===== config.mk =====
export PLATFORM = sky130hd
export DESIGN_NAME = kra_front
export DESIGN_NICKNAME = d
export VERILOG_FILES = /design/src/design/kra_pkg.sv /design/src/design/kra_front.sv
export SDC_FILE = /design/constraint.sdc
export NUM_CORES = 1
export LEC_CHECK = 0
export ABC_AREA = 1
export BUFFER_PORTS_ARGS = -buffer_cell sky130_fd_sc_hd__buf_2
export CORE_ASPECT_RATIO = 1.25
export CORE_MARGIN = 3
export CORE_UTILIZATION = 57
export CTS_BUF_LIST = sky130_fd_sc_hd__clkbuf_8 sky130_fd_sc_hd__clkbuf_16
export CTS_CLUSTER_DIAMETER = 120
export DETAILED_ROUTE_END_ITERATION = 6
export GPL_ROUTABILITY_DRIVEN = 0
export PLACE_DENSITY = 0.85
export RECOVER_POWER = 25
export SYNTH_ARGS = -nofsm -noshare
export SYNTH_HDL_FRONTEND = slang
export SYNTH_SLANG_ARGS = --single-unit

===== constraint.sdc =====
create_clock -name i_clk -period 9.3 [get_ports i_clk]
set_clock_uncertainty 0.2 [all_clocks]
set_input_delay 0.93 -clock i_clk [delete_from_list [all_inputs] [get_ports i_clk]]
set_output_delay 0.93 -clock i_clk [all_outputs]
set_load 0.02 [all_outputs]

===== src/design/kra_pkg.sv =====
// Shared constants and types for the keyed RSSI accumulate table.
package kra_pkg;
    localparam int Depth     = 64;
    localparam int IdxW      = $clog2(Depth);
    localparam int LvlW      = $clog2(Depth + 1);
    localparam int EntW      = 48 + 32 + 24 + 16;
    localparam int QDepth    = 2;

    localparam logic [1:0] OP_WRITE = 2'd0;
    localparam logic [1:0] OP_READ  = 2'd1;
    localparam logic [1:0] OP_CLEAR = 2'd2;

    localparam logic [1:0] ST_OK    = 2'd0;
    localparam logic [1:0] ST_FULL  = 2'd1;
    localparam logic [1:0] ST_EMPTY = 2'd2;

    typedef struct packed {
        logic [1:0]        op;
        logic [47:0]       mac;
        logic [31:0]       tim;
        logic signed [7:0] rssi;
    } t_cmd;

    typedef struct packed {
        logic [1:0]         status;
        logic               merged;
        logic [47:0]        mac;
        logic [31:0]        tim;
        logic signed [23:0] sum;
        logic [15:0]        count;
        logic [6:0]         fill;
    } t_res;
endpackage


===== src/design/kra_front.sv =====
// Front end: accept items into a short command queue.
module kra_front import kra_pkg::*; (
    input  logic i_clk,
    input  logic i_rst_n,
    input  logic i_valid,
    output logic o_ready,
    input  t_cmd i_cmd,
    output logic o_cvalid,
    input  logic i_cready,
    output t_cmd o_cmd
);
    t_cmd       r_q [QDepth];
    logic [0:0] r_wp, r_rp;
    logic [1:0] r_cnt;
    logic       push, pop;

    assign o_ready  = (r_cnt != 2'(QDepth));
    assign o_cvalid = (r_cnt != 2'd0);
    assign o_cmd    = r_q[r_rp];
    assign push     = i_valid && o_ready;
    assign pop      = o_cvalid && i_cready;

    always_ff @(posedge i_clk) begin
        if (!i_rst_n) begin
            r_wp <= '0; r_rp <= '0; r_cnt <= '0;
        end else begin
            if (push) r_wp <= r_wp + 1'b1;
            if (pop)  r_rp <= r_rp + 1'b1;
            r_cnt <= r_cnt + 2'(push) - 2'(pop);
        end
        if (push) r_q[r_wp] <= i_cmd;
    end

    assert property (@(posedge i_clk) disable iff (!i_rst_n) r_cnt <= 2'(QDepth))
        else $error("queue overflow");
    assert property (@(posedge i_clk) disable iff (!i_rst_n)
        (r_cnt == 2'd0) |-> (r_wp == r_rp)) else $error("queue pointers disagree");
    assert property (@(posedge i_clk) disable iff (!i_rst_n)
        (o_cvalid && !i_cready) |=> $stable(o_cmd)) else $error("head moved while held");
endmodule


# Word-level counts from Yosys, hierarchy flattened

Memories as Yosys holds them, arrays and structs flattened. A register that Yosys moved wholly into a read port is not among the register bits.
Cells that the tools add are included.

Flip-flop bits (word level): 4
Memory bits (writable): 180
Output and inout port bits: 92
Logic and storage cells: 16
Memories: 1

Add/subtract/negate cells: 4
Equal/unequal tests: 1
Mux-type cells: 4
Reduce and logical (&&, ||, !) cells: 3

Memory list:

| name | words | width | read ports | clocked after memory_dff | wr ports | line            | RTL |
|---|---|---|---|---|---|---|---|
| r_q  | 2     | 90    | 1          | 1                        | 1        | kra_front.sv:12 | `t_cmd r_q [QDepth];` |

Operators by type and width:

| operator            | count |
|---|---|
| $mux 1              | 4 |
| $add 1x1->1 const B | 2 |
| $add 2x1->2         | 1 |
| $logic_and 1x1->1   | 2 |
| $ne 2x2->1 const B  | 1 |
| $reduce_bool 2->1   | 1 |
| $sub 2x1->2         | 1 |

# Logic depth before layout (Yosys ltp)

Depth after elaboration: 4
Depth in mapped cells: 11

# Least setup slack after synthesis

OpenSTA, ideal clock, no wires.

Kind: input to register
From: in i_valid
To: mem r_q[1][0] in the netlist's numbering, enable pin
Library setup time: 0.541 ns
Arrival: 4.860 ns
Data required time: 8.559 ns
Setup slack: 3.699 ns
Stages on the path: 2
Buffers on the path: 0
Cells stage by stage: nand2_1 > nor2_1

Word-level cells in the longest chain between the ends: 3

RTL lines:

| item                         | line            | RTL |
|---|---|---|
| start: declaration           | kra_front.sv:5  | `input logic i_valid,` |
| $logic_and 1x1->1            | kra_front.sv:20 | `assign push = i_valid && o_ready;` |
| $mux 1                       | kra_front.sv:31 | `if (push) r_q[r_wp] <= i_cmd;` |
| $mux 1 (implied by the code) | kra_front.sv:31 |  |
| end: declaration             | kra_front.sv:12 |  |

No other way between the ends.

==> run summary <==
* sequential share of the synthesized area: 0.766
* maximum resistive drop on vdd: 0.240 mV
* primary flip-flop cell chosen by synthesis mapping: sky130_fd_sc_hd__edfxtp_1
* Critical Path RT: 8170 ps
* Post-Synthesis Mean Instance Area: 22.7 sq um
* share of total power in sequential cells: 0.437
* antenna violations before repair: 2
* die area: 0.0140 sq mm
* cell at the root of the clock tree: sky130_fd_sc_hd__clkbuf_16
* Initial Util: 0.588
* number of rows created at floorplan: 45
* global-route wire length before repair: 19.2 mm
* final-stage net count: 608
* combinational family with the most area after synthesis: multiplexers
* half-perimeter wire length of the detailed placement result: 8.36 mm
* minimum hold slack: 326 ps
* Min Clock Period, post-route: 3810 ps
* compound-gate portion of the synthesized area: 0.000697
* Max H-tree Level: 4
* 1st-pass router iterations: 4
* top cell types by occurrence after synthesis: 180 x sky130_fd_sc_hd__edfxtp_1, 90 x sky130_fd_sc_hd__mux2_4, 11 x sky130_fd_sc_hd__nand2_1, 9 x sky130_fd_sc_hd__buf_12, 8 x sky130_fd_sc_hd__nor2_1
* Overflow after GRT: 0
* switching pwr: 0.735 mW
* hold buffers post-CTS: 0
* multiplexer fraction of the synthesized cell area: 0.188
* power density cells: 293 mW/mm^2
* count of yosys warnings during synthesis: 0
* post-synthesis async set-or-reset flop share: 0
* Clk pin slew, worst setup/hold paths: 60 ps
* most common cell in the synthesized netlist: sky130_fd_sc_hd__edfxtp_1
* RSZ-0062 raised after global routing: no
* Clock Latency Late Sink: 420 ps
* Chip Width: 106 microns
* Port-buffer cells: 185
* Core Area: 0.0122 sq mm
* final total negative setup slack: 0 ps
* Die H: 132 microns
* transition at the pin with the smallest max-transition slack: 1180 ps
* maximum clock rate: 262 MHz
* Critical Path Sink Type: output port
* final number of hold-violating endpoints: 0
* Post-Syn Area: 0.00718 sq mm
* Pleak: 3.44 nW
* arrival time reported for the critical path endpoint: 2680 ps
* area grow syn2layout: 22.3%
* clock tree from TritonCTS: built
* xor/xnor cell area share of the yosys netlist: 0.00122
* Mapped Nets: 411
* share of power burned in combinational logic: 0.262
* final-report max-slew violation count: 0
* remaining number of nets flagged by the antenna check after routing: 0
* class of the tightest hold or removal check: flip-flop to flip-flop
* TritonCTS buffer count: 17
* number of filler cells placed in the layout: 791
* maximum fanout along the worst path: 49
* I/O pin total: 186
* net switching share of the total power: 0.285
* DRT Wirelength: 12.6 mm
* distinct cell type count of the synthesized netlist: 13
* EDFF count, synth: 180
* fraction of layout instances using a drive strength above 1: 0.549
* number of DRC markers in iteration 0: 215
* global-route total usage across every layer: 0.183
* Relative slew margins: 0.213
* P_int: 1.84 mW
* gate count after technology mapping: 316
* Setup Viol. Count Final: 0
* detail-routed via count per cell: 4.98
* final cycle utilization of the critical path: 0.410
* Wirelength per Cell: 18.2 microns
* Post-Synth Simple-Gate Area: 0.0115
* post-synthesis sequential element count: 185
* result of the run: finished, final reports clean
* vias in the first global route: 3595
* post-synth top area share: 0.752
* library cell occupying the most area in the post-synthesis netlist: sky130_fd_sc_hd__edfxtp_1
* CTS resizes: 0
* via count: 3445
* Critical Path Start Type: flip-flop
* max_cap viols: 0
* maximum buffer depth of the clock tree: 2
* clock share of power: 0.302
* Sinks on Clock Net: 185
* number of setup buffers added after CTS: 0
* # DRC: 0
* largest net degree at the start of global routing: 53
* critical setup path kind: flip-flop to output port
* post-synthesis share of cell area spent on full adders, half adders and majority gates: 0.00174
* ranking of synthesized cells by area: sky130_fd_sc_hd__edfxtp_1 75%, sky130_fd_sc_hd__mux2_4 19%, sky130_fd_sc_hd__buf_12 2.5%
[worst max-delay path, stage by stage, from the launching register on]
cell,delay [ps]
sky130_fd_sc_hd__dfxtp_4,940
sky130_fd_sc_hd__buf_4,760
sky130_fd_sc_hd__mux2_4,380
sky130_fd_sc_hd__buf_2,160
[worst paths after layout]
kind                  start  slack (ps)         end  cells after the start
hold reg to reg        r_rp         330        r_rp                      2
setup reg to reg   r_cnt[0]        6340  r_q[1][51]                      5
setup / recovery  flip-flop        5490   o_cmd[46]                      3
hold / removal         r_rp         330        r_rp                      2
[power groups by stage]
stage / Sequential [mW] / Clock, mW / Combinational [mW]
after floorplan: 1.11 / 0 / 0.565
after global placement: 1.13 / 0 / 0.671
after detailed placement: 1.15 / 0 / 0.684
after CTS: 1.13 / 0.786 / 0.685
after global routing: 1.14 / 0.820 / 0.715
final: 1.13 / 0.777 / 0.674
[per-layer routing]
metal	vias to the layer above	global-route usage	wire (microns)
li1	1627	-	-
met1	1666	0.214	4900
met2	124	0.310	6590
met3	26	0.0590	816
met4	2	0.0742	291
met5	-	0	7
[cell families (layout without fill, tap and decap cells)]
kind of cell | count (synthesis) | after routing
XOR/XNOR | 1 | 1
AO/OA/AOI/OAI | 1 | 1
flip-flops | 185 | 185
multiplexers | 90 | 90
AND/OR/NAND/NOR | 21 | 21
other | 0 | 2
buffers and inverters | 17 | 227
adder cells (fa/ha/maj) | 1 | 1
[sequential cells by signal, indices dropped and copies added, names as in the netlist, named ones only]
register / count
r_wp: 1
r_q: 180
r_cnt: 2
r_rp: 1
[cell usage in the layout, fill, tap and decap left out, drive strengths merged]
cell and count:
a21oi 1, buf 165, bufinv 5, clkbuf 40, clkinvlp 5, dfxtp 5, diode 2, edfxtp 180
ha 1, inv 12, mux2 90, nand2 11, nand3 1, nor2 9, xnor2 1
[area by class of cell]
cell class / count / area, sq um / area share
Sequential cell: 185 / 5510 / 0.627
Multi-Input combinational cell: 114 / 1480 / 0.168
Timing Repair Buffer: 188 / 920 / 0.105
Clock buffer: 17 / 425 / 0.0484
Clock inverter: 15 / 221 / 0.0252
Tap cell: 164 / 205 / 0.0234
Inverter: 7 / 26.3 / 0.00299
Antenna cell: 2 / 5.00 / 0.000570
[through the flow]
stage | cell area (sq um) | power [mW] | setup WS, ps | utilization | cells
after floorplan | 7180 | 1.68 | 3700 | - | 316
after global placement | 8160 | 1.81 | 5860 | 0.668 | 658
after detailed placement | 8160 | 1.83 | 5750 | 0.668 | 658
after CTS | 8810 | 2.60 | 5450 | 0.721 | 690
after global routing | 8780 | 2.67 | 5350 | 0.719 | 691
final | 8790 | 2.58 | 5490 | 0.719 | 692
Power figures use the tool's default switching activity.
